==> src/hdl/rdb_pkg.sv <==
// Shared types, constants and helpers for the ring deque buffer.
`timescale 1ns / 1ps

package rdb_pkg;

   localparam int POS_W          = 5;
   localparam int KIND_W         = 4;
   localparam int VAL_W          = 32;
   localparam int STAT_W         = 3;
   localparam int MAX_CELLS      = (1 << POS_W) - 1;
   localparam int CAP_RESET      = 16;
   localparam int DEF_DEPTH      = 16;
   localparam int DEF_DATA_WIDTH = 32;

   typedef enum logic [KIND_W-1:0] {
      K_PUSH_BACK  = 4'd0,
      K_PUSH_FRONT = 4'd1,
      K_POP_BACK   = 4'd2,
      K_POP_FRONT  = 4'd3,
      K_READ       = 4'd4,
      K_WRITE      = 4'd5,
      K_INSERT     = 4'd6,
      K_ERASE      = 4'd7,
      K_ROTATE     = 4'd8,
      K_RESIZE     = 4'd9,
      K_CLEAR      = 4'd10
   } kind_type;

   typedef enum logic [STAT_W-1:0] {
      S_OK    = 3'd0,
      S_EMPTY = 3'd1,
      S_FULL  = 3'd2,
      S_INDEX = 3'd3,
      S_RANGE = 3'd4
   } status_type;

   typedef enum logic [2:0] {
      C_HOLD,
      C_WRITE,
      C_LOAD,
      C_SHIFT,
      C_COMMIT,
      C_INSERT,
      C_FILL
   } cell_op_type;

   typedef enum logic [2:0] {
      ST_IDLE,
      ST_EXEC,
      ST_INS,
      ST_SHIFT,
      ST_COMMIT,
      ST_DONE
   } state_type;

   // Command broadcast to every cell. Positions are logical, addr is physical.
   typedef struct packed {
      cell_op_type        op;
      logic [POS_W-1:0]   head;
      logic [POS_W-1:0]   cap;
      logic [POS_W-1:0]   lo;
      logic [POS_W-1:0]   hi;
      logic [POS_W-1:0]   addr;
   } cell_cmd_type;

   // Ring addition, valid when a + b stays below twice cap.
   function automatic logic [POS_W-1:0] wrap_add(input logic [POS_W-1:0] a,
                                                 input logic [POS_W-1:0] b,
                                                 input logic [POS_W-1:0] cap);
      logic [POS_W:0] sum;
      sum = {1'b0, a} + {1'b0, b};
      if (sum >= {1'b0, cap}) begin
         sum = sum - {1'b0, cap};
      end
      return sum[POS_W-1:0];
   endfunction

endpackage

==> src/hdl/rdb_req_if.sv <==
// Request channel interface: operation beats into the buffer.
`timescale 1ns / 1ps

interface rdb_req_if import rdb_pkg::*; ();
   logic              valid;
   logic              ready;
   logic [KIND_W-1:0] kind;
   logic [POS_W-1:0]  position;
   logic [POS_W-1:0]  position_end;
   logic [VAL_W-1:0]  value;

   modport source (output valid, kind, position, position_end, value, input ready);
   modport sink   (input valid, kind, position, position_end, value, output ready);
endinterface

==> src/hdl/rdb_rsp_if.sv <==
// Response channel interface: one result beat per operation.
`timescale 1ns / 1ps

interface rdb_rsp_if import rdb_pkg::*; ();
   logic              valid;
   logic              ready;
   logic [VAL_W-1:0]  read_data;
   logic [STAT_W-1:0] status;
   logic [POS_W-1:0]  occupancy;

   modport source (output valid, read_data, status, occupancy, input ready);
   modport sink   (input valid, read_data, status, occupancy, output ready);
endinterface

==> src/hdl/rdb_cell.sv <==
// One storage cell of the ring: a slot word and a travel word for range moves.
`timescale 1ns / 1ps

module rdb_cell import rdb_pkg::*; #(
   parameter int DATA_WIDTH = DEF_DATA_WIDTH,
   parameter int IDX        = 0
) (
   input  logic                  clock,
   input  logic                  reset,
   input  cell_cmd_type          cmd,
   input  logic [DATA_WIDTH-1:0] data,
   input  logic [DATA_WIDTH-1:0] prev_slot,
   input  logic [DATA_WIDTH-1:0] next_slot,
   input  logic [DATA_WIDTH-1:0] first_slot,
   input  logic [DATA_WIDTH-1:0] next_travel,
   input  logic [DATA_WIDTH-1:0] first_travel,
   output logic [DATA_WIDTH-1:0] slot_q,
   output logic [DATA_WIDTH-1:0] travel_q
);

   localparam logic [POS_W:0] K = (POS_W+1)'(IDX);

   logic [DATA_WIDTH-1:0] slot_ff, slot_in;
   logic [DATA_WIDTH-1:0] travel_ff, travel_in;
   logic [POS_W:0]        head_ext, cap_ext;
   logic [POS_W-1:0]      lg;
   logic                  in_ring, is_last, in_lo_hi;

   assign head_ext = {1'b0, cmd.head};
   assign cap_ext  = {1'b0, cmd.cap};
   assign in_ring  = K < cap_ext;
   assign is_last  = K == (cap_ext - (POS_W+1)'(1));
   assign in_lo_hi = (lg >= cmd.lo) && (lg < cmd.hi);

   // Logical index of this cell relative to the current head.
   always_comb begin
      if (K >= head_ext) begin
         lg = POS_W'(K - head_ext);
      end else begin
         lg = POS_W'(K + cap_ext - head_ext);
      end
   end

   always_comb begin
      slot_in   = slot_ff;
      travel_in = travel_ff;
      unique case (cmd.op)
         C_HOLD: begin
         end
         C_WRITE: begin
            if (K[POS_W-1:0] == cmd.addr) slot_in = data;
         end
         C_LOAD: begin
            travel_in = is_last ? first_slot : next_slot;
         end
         C_SHIFT: begin
            travel_in = is_last ? first_travel : next_travel;
         end
         C_COMMIT: begin
            if (in_ring && in_lo_hi) slot_in = travel_ff;
         end
         C_INSERT: begin
            if (in_ring) begin
               if (lg == cmd.lo) begin
                  slot_in = data;
               end else if ((lg > cmd.lo) && (lg <= cmd.hi)) begin
                  slot_in = prev_slot;
               end
            end
         end
         C_FILL: begin
            if (in_ring && in_lo_hi) slot_in = data;
         end
         default: begin
         end
      endcase
   end

   always_ff @(posedge clock) begin
      if (reset) begin
         slot_ff <= '0;
      end else begin
         slot_ff <= slot_in;
      end
   end

   always_ff @(posedge clock) begin
      travel_ff <= travel_in;
   end

   assign slot_q   = slot_ff;
   assign travel_q = travel_ff;

endmodule

==> src/hdl/rdb_ctrl.sv <==
// Sequencer: pointers, occupancy, operation decode and the result register.
`timescale 1ns / 1ps

module rdb_ctrl import rdb_pkg::*; #(
   parameter int DATA_WIDTH = DEF_DATA_WIDTH,
   parameter int NUM_CELLS  = DEF_DEPTH
) (
   input  logic                  clock,
   input  logic                  reset,
   input  logic                  csr_wr_en,
   input  logic [POS_W-1:0]      csr_wr_data,
   rdb_req_if.sink               req,
   rdb_rsp_if.source             rsp,
   input  logic [DATA_WIDTH-1:0] rd_word,
   output cell_cmd_type          cmd,
   output logic [DATA_WIDTH-1:0] cmd_data,
   output logic [DATA_WIDTH-1:0] wrap_word
);

   localparam logic [POS_W-1:0] CELLS   = POS_W'(NUM_CELLS);
   localparam logic [POS_W-1:0] CAP_RST = POS_W'(NUM_CELLS < CAP_RESET ? NUM_CELLS : CAP_RESET);
   localparam logic [POS_W-1:0] ONE     = POS_W'(1);

   state_type             state_ff, state_in;
   logic [POS_W-1:0]      cap_ff, cap_in;
   logic [POS_W-1:0]      head_ff, head_in;
   logic [POS_W-1:0]      cnt_ff, cnt_in;
   kind_type              kind_ff;
   logic [POS_W-1:0]      pos_ff, pend_ff;
   logic [DATA_WIDTH-1:0] val_ff, word_ff;
   logic [POS_W-1:0]      lo_ff, lo_in, hi_ff, hi_in, left_ff, left_in;
   status_type            res_stat_ff, res_stat_in;
   logic [VAL_W-1:0]      res_data_ff, res_data_in;
   logic                  rsp_valid_ff, rsp_valid_in;
   logic [VAL_W-1:0]      rsp_data_ff;
   status_type            rsp_stat_ff;
   logic [POS_W-1:0]      rsp_occ_ff;

   logic                  rsp_free, accept, load_rsp;
   logic [POS_W-1:0]      tail, head_inc, head_dec, pos_slot, span;
   logic                  is_empty, is_full, idx_bad, ins_bad, rng_bad, size_bad;
   logic                  ins_go, ers_go;

   assign rsp_free = !rsp_valid_ff || rsp.ready;
   assign req.ready = (state_ff == ST_IDLE) || ((state_ff == ST_DONE) && rsp_free);
   assign accept    = req.valid && req.ready;
   assign load_rsp  = (state_ff == ST_DONE) && rsp_free;

   // Ring arithmetic and checks on the latched operation.
   assign tail     = wrap_add(head_ff, cnt_ff, cap_ff);
   assign head_inc = wrap_add(head_ff, ONE, cap_ff);
   assign head_dec = (head_ff == '0) ? (cap_ff - ONE) : (head_ff - ONE);
   assign pos_slot = wrap_add(head_ff, pos_ff, cap_ff);
   assign span     = pend_ff - pos_ff;
   assign is_empty = cnt_ff == '0;
   assign is_full  = cnt_ff == cap_ff;
   assign idx_bad  = pos_ff >= cnt_ff;
   assign ins_bad  = pos_ff > cnt_ff;
   assign rng_bad  = (pend_ff > cnt_ff) || (pos_ff >= pend_ff);
   assign size_bad = pos_ff > cap_ff;
   assign ins_go   = (kind_ff == K_INSERT) && !ins_bad && !is_full;
   assign ers_go   = (kind_ff == K_ERASE) && !rng_bad;

   // Next state.
   always_comb begin
      state_in = state_ff;
      unique case (state_ff)
         ST_IDLE: begin
            if (accept) state_in = ST_EXEC;
         end
         ST_EXEC: begin
            if (ins_go) begin
               state_in = ST_INS;
            end else if (ers_go) begin
               state_in = (span == ONE) ? ST_COMMIT : ST_SHIFT;
            end else begin
               state_in = ST_DONE;
            end
         end
         ST_INS: begin
            state_in = ST_DONE;
         end
         ST_SHIFT: begin
            if (left_ff == ONE) state_in = ST_COMMIT;
         end
         ST_COMMIT: begin
            state_in = ST_DONE;
         end
         ST_DONE: begin
            if (rsp_free) state_in = accept ? ST_EXEC : ST_IDLE;
         end
         default: begin
            state_in = ST_IDLE;
         end
      endcase
   end

   // Datapath controls per state.
   always_comb begin
      cap_in      = cap_ff;
      head_in     = head_ff;
      cnt_in      = cnt_ff;
      lo_in       = lo_ff;
      hi_in       = hi_ff;
      left_in     = left_ff;
      res_stat_in = res_stat_ff;
      res_data_in = res_data_ff;
      cmd.op      = C_HOLD;
      cmd.head    = head_ff;
      cmd.cap     = cap_ff;
      cmd.lo      = lo_ff;
      cmd.hi      = hi_ff;
      cmd.addr    = pos_slot;

      unique case (state_ff)
         ST_EXEC: begin
            res_stat_in = S_OK;
            res_data_in = '0;
            unique case (kind_ff)
               K_PUSH_BACK: begin
                  cmd.op   = C_WRITE;
                  cmd.addr = tail;
                  if (is_full) head_in = head_inc;
                  else         cnt_in  = cnt_ff + ONE;
               end
               K_PUSH_FRONT: begin
                  cmd.op   = C_WRITE;
                  cmd.addr = head_dec;
                  head_in  = head_dec;
                  if (!is_full) cnt_in = cnt_ff + ONE;
               end
               K_POP_BACK: begin
                  if (is_empty) res_stat_in = S_EMPTY;
                  else          cnt_in      = cnt_ff - ONE;
               end
               K_POP_FRONT: begin
                  if (is_empty) begin
                     res_stat_in = S_EMPTY;
                  end else begin
                     head_in = head_inc;
                     cnt_in  = cnt_ff - ONE;
                  end
               end
               K_READ: begin
                  if (idx_bad) res_stat_in = S_INDEX;
                  else         res_data_in = VAL_W'(rd_word);
               end
               K_WRITE: begin
                  if (idx_bad) res_stat_in = S_INDEX;
                  else         cmd.op      = C_WRITE;
               end
               K_INSERT: begin
                  // The last ring slot is fetched now for the wrap into cell zero.
                  cmd.addr = cap_ff - ONE;
                  lo_in    = pos_ff;
                  hi_in    = cnt_ff;
                  if (ins_bad)      res_stat_in = S_INDEX;
                  else if (is_full) res_stat_in = S_FULL;
               end
               K_ERASE: begin
                  if (rng_bad) begin
                     res_stat_in = S_RANGE;
                  end else begin
                     cmd.op  = C_LOAD;
                     lo_in   = pos_ff;
                     hi_in   = cnt_ff - span;
                     left_in = span - ONE;
                  end
               end
               K_ROTATE: begin
                  if (idx_bad) res_stat_in = S_INDEX;
                  else         head_in     = pos_slot;
               end
               K_RESIZE: begin
                  if (size_bad) begin
                     res_stat_in = S_INDEX;
                  end else begin
                     cmd.op = C_FILL;
                     cmd.lo = cnt_ff;
                     cmd.hi = pos_ff;
                     cnt_in = pos_ff;
                  end
               end
               K_CLEAR: begin
                  head_in = '0;
                  cnt_in  = '0;
               end
               default: begin
               end
            endcase
         end
         ST_INS: begin
            cmd.op = C_INSERT;
            cnt_in = cnt_ff + ONE;
         end
         ST_SHIFT: begin
            cmd.op  = C_SHIFT;
            left_in = left_ff - ONE;
         end
         ST_COMMIT: begin
            cmd.op = C_COMMIT;
            cnt_in = hi_ff;
         end
         default: begin
         end
      endcase

      if (csr_wr_en) begin
         if (csr_wr_data == '0)        cap_in = ONE;
         else if (csr_wr_data > CELLS) cap_in = CELLS;
         else                          cap_in = csr_wr_data;
         head_in = '0;
         cnt_in  = '0;
      end
   end

   always_comb begin
      rsp_valid_in = rsp_valid_ff;
      if (load_rsp)       rsp_valid_in = 1'b1;
      else if (rsp.ready) rsp_valid_in = 1'b0;
   end

   always_ff @(posedge clock) begin
      if (reset) begin
         state_ff     <= ST_IDLE;
         cap_ff       <= CAP_RST;
         head_ff      <= '0;
         cnt_ff       <= '0;
         rsp_valid_ff <= 1'b0;
      end else begin
         state_ff     <= state_in;
         cap_ff       <= cap_in;
         head_ff      <= head_in;
         cnt_ff       <= cnt_in;
         rsp_valid_ff <= rsp_valid_in;
      end
   end

   always_ff @(posedge clock) begin
      if (accept) begin
         kind_ff <= kind_type'(req.kind);
         pos_ff  <= req.position;
         pend_ff <= req.position_end;
         val_ff  <= DATA_WIDTH'(req.value);
      end
      if (state_ff == ST_EXEC) word_ff <= rd_word;
      lo_ff       <= lo_in;
      hi_ff       <= hi_in;
      left_ff     <= left_in;
      res_stat_ff <= res_stat_in;
      res_data_ff <= res_data_in;
      if (load_rsp) begin
         rsp_data_ff <= res_data_ff;
         rsp_stat_ff <= res_stat_ff;
         rsp_occ_ff  <= cnt_ff;
      end
   end

   assign cmd_data      = val_ff;
   assign wrap_word     = word_ff;
   assign rsp.valid     = rsp_valid_ff;
   assign rsp.read_data = rsp_data_ff;
   assign rsp.status    = rsp_stat_ff;
   assign rsp.occupancy = rsp_occ_ff;

endmodule

==> src/hdl/ring_deque_buffer.sv <==
// Top level of the ring deque buffer: sequencer plus a ring of storage cells.
`timescale 1ns / 1ps
//
// A double-ended ring over a row of storage cells. Each request beat on req_ch
// carries one operation (push or pop at either end, indexed read or write,
// insert, range erase, rotate, resize, clear) and produces exactly one beat on
// rsp_ch with the read data, a status code and the occupancy after the
// operation. csr_wr_en/csr_wr_data set the capacity; a write empties the ring
// and must only happen while no operation is in flight.
//
// Operations run one at a time. A simple operation executes and completes, an
// insert adds a step that moves the tail up by one slot, and an erase walks the
// erased span down the cell chain one cell per cycle and then commits it. The
// response sits in its own register, so the next request is accepted while a
// response waits; when rsp_ch stalls the operation after it completes internally
// and then holds until the response register drains.
//
// Reset (synchronous) zeroes the slot word of every cell, the pointers and the
// occupancy, and sets the capacity to 16 slots (or the cell count, if smaller).

module ring_deque_buffer import rdb_pkg::*; #(
   parameter int DEPTH      = DEF_DEPTH,
   parameter int DATA_WIDTH = DEF_DATA_WIDTH
) (
   input  logic             clock,
   input  logic             reset,
   input  logic             csr_wr_en,
   input  logic [POS_W-1:0] csr_wr_data,
   rdb_req_if.sink          req_ch,
   rdb_rsp_if.source        rsp_ch
);

   // Capacity is a 5-bit register, so cells beyond its reach are never built.
   localparam int NUM_CELLS = (DEPTH < MAX_CELLS) ? DEPTH : MAX_CELLS;

   cell_cmd_type          cmd;
   logic [DATA_WIDTH-1:0] cmd_data;
   logic [DATA_WIDTH-1:0] wrap_word;
   logic [DATA_WIDTH-1:0] rd_word;
   logic [DATA_WIDTH-1:0] slot_q   [NUM_CELLS];
   logic [DATA_WIDTH-1:0] travel_q [NUM_CELLS];

   rdb_ctrl #(
      .DATA_WIDTH (DATA_WIDTH),
      .NUM_CELLS  (NUM_CELLS)
   ) u_ctrl (
      .clock       (clock),
      .reset       (reset),
      .csr_wr_en   (csr_wr_en),
      .csr_wr_data (csr_wr_data),
      .req         (req_ch),
      .rsp         (rsp_ch),
      .rd_word     (rd_word),
      .cmd         (cmd),
      .cmd_data    (cmd_data),
      .wrap_word   (wrap_word)
   );

   // Each cell hands its word to the neighbor below it during an erase and
   // takes the word from the cell below it during an insert. The ring closes
   // at the capacity: cell zero's lower neighbor comes from the sequencer,
   // which fetches and registers the last ring slot before the insert step.
   for (genvar k = 0; k < NUM_CELLS; k++) begin : g_cell
      logic [DATA_WIDTH-1:0] prev_slot, next_slot, next_travel;

      if (k == 0) begin : g_first
         assign prev_slot = wrap_word;
      end else begin : g_mid
         assign prev_slot = slot_q[k-1];
      end

      if (k == NUM_CELLS - 1) begin : g_end
         assign next_slot   = slot_q[0];
         assign next_travel = travel_q[0];
      end else begin : g_inner
         assign next_slot   = slot_q[k+1];
         assign next_travel = travel_q[k+1];
      end

      rdb_cell #(
         .DATA_WIDTH (DATA_WIDTH),
         .IDX        (k)
      ) u_cell (
         .clock        (clock),
         .reset        (reset),
         .cmd          (cmd),
         .data         (cmd_data),
         .prev_slot    (prev_slot),
         .next_slot    (next_slot),
         .first_slot   (slot_q[0]),
         .next_travel  (next_travel),
         .first_travel (travel_q[0]),
         .slot_q       (slot_q[k]),
         .travel_q     (travel_q[k])
      );
   end

   // Single read port over the cells, addressed by the sequencer.
   always_comb begin
      rd_word = '0;
      for (int k = 0; k < NUM_CELLS; k++) begin
         if (cmd.addr == POS_W'(k)) rd_word = rd_word | slot_q[k];
      end
   end

endmodule
==> src/flat_wrapper.sv <==
// flat-port wrapper written by rule: the top's interface ports become plain ports
module ring_deque_buffer_flat import rdb_pkg::*;
#(
   parameter int DEPTH      = DEF_DEPTH,
   parameter int DATA_WIDTH = DEF_DATA_WIDTH
)
  (clock, reset, csr_wr_en, csr_wr_data, req_ch_valid, req_ch_kind, req_ch_position, req_ch_position_end, req_ch_value, req_ch_ready, rsp_ch_valid, rsp_ch_read_data, rsp_ch_status, rsp_ch_occupancy, rsp_ch_ready);
  rdb_req_if req_ch_i ();
  rdb_rsp_if rsp_ch_i ();
  input  logic clock;
  input  logic reset;
  input  logic csr_wr_en;
  input  logic [POS_W-1:0] csr_wr_data;
  input wire logic [$bits(req_ch_i.valid)-1:0] req_ch_valid;
  input wire logic [$bits(req_ch_i.kind)-1:0] req_ch_kind;
  input wire logic [$bits(req_ch_i.position)-1:0] req_ch_position;
  input wire logic [$bits(req_ch_i.position_end)-1:0] req_ch_position_end;
  input wire logic [$bits(req_ch_i.value)-1:0] req_ch_value;
  output wire logic [$bits(req_ch_i.ready)-1:0] req_ch_ready;
  output wire logic [$bits(rsp_ch_i.valid)-1:0] rsp_ch_valid;
  output wire logic [$bits(rsp_ch_i.read_data)-1:0] rsp_ch_read_data;
  output wire logic [$bits(rsp_ch_i.status)-1:0] rsp_ch_status;
  output wire logic [$bits(rsp_ch_i.occupancy)-1:0] rsp_ch_occupancy;
  input wire logic [$bits(rsp_ch_i.ready)-1:0] rsp_ch_ready;
  assign req_ch_i.valid = req_ch_valid;
  assign req_ch_i.kind = req_ch_kind;
  assign req_ch_i.position = req_ch_position;
  assign req_ch_i.position_end = req_ch_position_end;
  assign req_ch_i.value = req_ch_value;
  assign req_ch_ready = req_ch_i.ready;
  assign rsp_ch_valid = rsp_ch_i.valid;
  assign rsp_ch_read_data = rsp_ch_i.read_data;
  assign rsp_ch_status = rsp_ch_i.status;
  assign rsp_ch_occupancy = rsp_ch_i.occupancy;
  assign rsp_ch_i.ready = rsp_ch_ready;
  ring_deque_buffer #(.DEPTH(DEPTH), .DATA_WIDTH(DATA_WIDTH)) u_core (.clock(clock), .reset(reset), .csr_wr_en(csr_wr_en), .csr_wr_data(csr_wr_data), .req_ch(req_ch_i), .rsp_ch(rsp_ch_i));
endmodule
==> config.mk <==
export PLATFORM = sky130hd
export DESIGN_NAME = ring_deque_buffer_flat
export DESIGN_NICKNAME = d
export VERILOG_FILES = /design/src/hdl/rdb_pkg.sv /design/src/hdl/rdb_req_if.sv /design/src/hdl/rdb_rsp_if.sv /design/src/hdl/rdb_cell.sv /design/src/hdl/rdb_ctrl.sv /design/src/hdl/ring_deque_buffer.sv /design/src/flat_wrapper.sv
export SDC_FILE = /design/constraint.sdc
export NUM_CORES = 2
export LEC_CHECK = 0
export ABC_AREA = 1
export BUFFER_PORTS_ARGS = -buffer_cell sky130_fd_sc_hd__clkbuf_2
export CELL_PAD_IN_SITES_DETAIL_PLACEMENT = 2
export CELL_PAD_IN_SITES_GLOBAL_PLACEMENT = 2
export CORE_AREA = 2 2 523 525
export DETAILED_ROUTE_END_ITERATION = 7
export DIE_AREA = 0 0 525 527
export GPL_ROUTABILITY_DRIVEN = 0
export PLACE_DENSITY_LB_ADDON = 0.25
export SETUP_SLACK_MARGIN = 0.02
export SYNTH_ARGS = -nofsm -noshare
export SYNTH_HDL_FRONTEND = slang
export SYNTH_SLANG_ARGS = --single-unit
==> constraint.sdc <==
create_clock -name clock -period 27.4 [get_ports clock]
set_input_delay 2.74 -clock clock [delete_from_list [all_inputs] [get_ports clock]]
set_output_delay 2.74 -clock clock [all_outputs]
set_load 0.02 [all_outputs]
==> out/results.ini <==
[detailed_routing]
via_count=92100
firstDrtPassIters=5
drtAntennaViolNets=0
drt_iter0_drc=9959
viasPerCell=6.20
drc=0
wl_per_cell_um=33.2
wirelength_um=493000

[die]
die_x_um=525
rows=192
die_area_um2=277000
die_height_um=527
ios=98
design.core.area_um2=272000
initial_utilization=0.298

[global_routing]
met1_usage=0.437
grt_pass1_wl_um=700000
grt_max_degree=156
gr-total-overflow=0
grt_use_total=0.346
gr-usage-met3=0.0637
grt_pass1_vias=94800
antenna_found_initial=44
use_met2=0.553
busiest_layer=met2

[cells_and_area]
area.sequential_um2=31000
nFillCells=31900
multi_input_area_um2=44400
areaGrowthSynthToFinish_pct=10.3
fin_nets=11400
final_area_um2=89300
drive_above_1_share=0.0623

[synthesis]
yosys.area_share.simple=0.276
syn_nets=11900
postSynthAreaPerCell_um2=6.98
synth_enable_flop_cells=680
yosysSeqAreaShare=0.384
async_flop_share=0
synth_compound_area_frac=0.211
synth_ff_type=edfxtp_1
synth_top_family_by_area=simple AND/OR/NAND/NOR gates
synthAdderAreaFrac=0.0442
mappedNetlistArea_um2=80900
yosys_warnings=0
synthCells=11600
synthMuxAreaShare=0.00448
ys_types=65
synthXorXnorAreaFrac=0.00705
ys_seq_elements=1211

[power]
comb_power_share=0.239
powerDensity_nw_per_um2=63.5
clkPwrFrac=0.389
switching_share=0.379
p_sw_mw=2.15
p_leak_nw=33.4
p_seq_frac=0.372
internal_power_mw=3.52
ir_drop_v=0.0000783

[timing]
drv_slew=0
timing.slew.headroom=0.157
rsz0062_at_grt=false
finalHoldViolations=0
hold_slack_ns=0.418
setup-tns-final_ns=0
tightest_slew_ns=1.26
layout_min_cycle_time_ns=8.48
setup_viol_count_final=0
finClkSkew_ns=0.0535
fin_crit_sh=0.310
fmax_mhz=118

[clock_network]
cts.hold.buffers_added=0
clkTransAtPathRegs_ns=0.06
cts_inserted_buffers=159
clkLatencyLatePin_ns=0.89
cts_setup_buffers=0
cts_buffer_depth=3
root_buffer=clkbuf_16
cts_tree=done
cts.sinks=1211
htreeDepth=4
cts.repair.resized=0

[worst_setup_path]
path_max_fanout=37
critPathCaptureType=flop
required_ns=28.19
cp.arrival_ns=9.27
worstSetupPathType=flop to flop
start_kind=flop

[place]
portBuffers=97
placed_area_um2=83900
hpwl_um=292000

[run]
drv_cap=0

[status]
status=finished, final reports clean

[hold_path]
hp-class=flop to flop

-- synth_stat cells (all sizes together), types with 2 or more instances --
cell | n | share of area
nor3b | 2 | 0.00019
buf | 279 | 0.020
a211oi | 6 | 0.00056
nor4 | 7 | 0.00054
a221oi | 20 | 0.0022
clkbuf | 696 | 0.032
o221ai | 27 | 0.0029
nor3 | 62 | 0.0043
dfxtp | 531 | 0.13
nand2 | 3017 | 0.14
and3 | 4 | 0.00031
clkinv | 11 | 0.00051
inv | 466 | 0.022
o311ai | 194 | 0.021
xor2 | 36 | 0.0041
o21bai | 2 | 0.00019
a21oi | 1048 | 0.065
o21a | 2 | 0.00019
o31ai | 7 | 0.00065
o22ai | 16 | 0.0012
nor2 | 1512 | 0.071
o2111ai | 7 | 0.00076
a32oi | 2 | 0.00022
a31oi | 39 | 0.0030
ha | 257 | 0.040
o211ai | 258 | 0.024
or2 | 13 | 0.0010
mux2 | 2 | 0.00028
xnor2 | 27 | 0.0029
nand3b | 4 | 0.00037
o32ai | 7 | 0.00076
a21boi | 8 | 0.00074
mux2i | 34 | 0.0042
nand4 | 54 | 0.0049
a41oi | 4 | 0.00043
a21o | 8 | 0.00074
edfxtp | 680 | 0.25
fa | 18 | 0.0045
o21ai | 1377 | 0.085
nand3 | 848 | 0.053
-- placed cells by master (no fill, tap or decap), drive strengths merged, types with 16 or more instances in the layout --
cell	count
clkinv	70
o21ai	1377
o311ai	194
o221ai	27
a21oi	1048
nand2	3017
nand3	848
clkbuf	317
mux2i	34
nor3	62
xor2	36
xnor2	27
inv	468
o22ai	16
a31oi	39
dfxtp	531
ha	257
diode	25
o211ai	258
buf	210
edfxtp	680
nand4	54
nor2	1512
a221oi	20
fa	18
-- path summary, 6_finish.rpt --
kind                                               start                                             end  slack, ns  cells past startpoint
max                 u_core.u_ctrl.cap_ff[1]$_SDFFE_PP0P_  u_core.g_cell[3].u_cell.slot_q[7]$_SDFFE_PP0P_      18.92                     22
min          u_core.u_ctrl.res_data_ff[24]$_SDFFCE_PP0P_       u_core.u_ctrl.rsp.read_data[24]$_DFFE_PP_       0.42                      0
max reg2reg         u_core.u_ctrl.cap_ff[1]$_SDFFE_PP0P_  u_core.g_cell[3].u_cell.slot_q[7]$_SDFFE_PP0P_      18.92                     22
min reg2reg  u_core.u_ctrl.res_data_ff[24]$_SDFFCE_PP0P_       u_core.u_ctrl.rsp.read_data[24]$_DFFE_PP_       0.42                      0
-- critical path, cell delays in order, from the launching register on --
cell	delay, ns
dfxtp_1	0.68
inv_1	0.52
ha_1	0.44
nand4_1	0.13
o221ai_1	0.15
nand2_1	0.10
nand3_1	0.69
nor2_1	0.35
a21oi_2	0.05
buf_4	0.29
ha_1	0.35
nand2_1	0.12
nor2_4	0.12
buf_4	0.59
nand2_4	0.71
nor3b_1	0.39
nor4_1	0.28
nand2_1	0.10
a21oi_1	0.26
nand2_4	0.48
inv_2	1.05
nand2_1	0.14
a21oi_1	0.18
-- stage by stage --
step / utilization / instances / setup WS [ns] / total power, mW
final: 0.328 / 14800 / 18.92 / 5.67
after global routing: 0.328 / 14800 / 18.65 / 5.81
after CTS: 0.328 / 14800 / 19.07 / 5.64
after detailed placement: 0.309 / 14500 / 19.13 / 3.44
after global placement: 0.309 / 14500 / 19.25 / 3.40
after floorplan: - / 11600 / 8.75 / 2.83
-- registers in the layout (all words and copies together) (netlist names) --
name                           count
u_core.g_cell.u_cell.slot_q      512
u_core.g_cell.u_cell.travel_q    512
u_core.u_ctrl.cap_ff               5
u_core.u_ctrl.cmd_data            32
u_core.u_ctrl.cnt_ff               5
u_core.u_ctrl.head_ff              5
u_core.u_ctrl.hi_ff                5
u_core.u_ctrl.kind_ff              4
u_core.u_ctrl.left_ff              5
u_core.u_ctrl.lo_ff                5
u_core.u_ctrl.pend_ff              5
u_core.u_ctrl.pos_ff               5
u_core.u_ctrl.res_data_ff         32
u_core.u_ctrl.res_stat_ff          3
u_core.u_ctrl.rsp.occupancy        5
u_core.u_ctrl.rsp.read_data       32
u_core.u_ctrl.rsp.status           3
u_core.u_ctrl.rsp.valid            1
u_core.u_ctrl.state_ff             3
u_core.u_ctrl.wrap_word           32
-- per-layer routing --
metal	routed length, um	part of all wire
met5	98	0.00020
met1	202000	0.41
met4	28900	0.059
met3	41000	0.083
met2	222000	0.45
-- logic make-up after synthesis --
| kind of cell | Yosys count |
|---|---|
| AO/OA/AOI/OAI | 3038 |
| XOR/XNOR | 63 |
| adder cells (fa/ha/maj) | 275 |
| buffers and inverters | 1452 |
| flip-flops | 1211 |
| multiplexers | 36 |
| AND/OR/NAND/NOR | 5524 |
-- power by group through the flow --
| stage | clock (mW) | combinational [mW] | sequential (mW) |
|---|---|---|---|
| detailed placement | 0 | 1.30 | 2.14 |
| global route | 2.29 | 1.41 | 2.11 |
| floorplan | 0 | 0.736 | 2.10 |
| global placement | 0 | 1.26 | 2.14 |
| finish | 2.21 | 1.36 | 2.11 |
| CTS | 2.22 | 1.31 | 2.10 |
-- cell type report --
cell class | instances | share of cell area
tap | 3589 | 0.0503
clock inverter | 78 | 0.00928
sequential | 1211 | 0.348
timing repair buffer | 306 | 0.0241
multi-input combinational | 8936 | 0.497
antenna | 25 | 0.000701
clock buffer | 221 | 0.0498
inverter | 477 | 0.0205
Power figures use the tool's default switching activity.
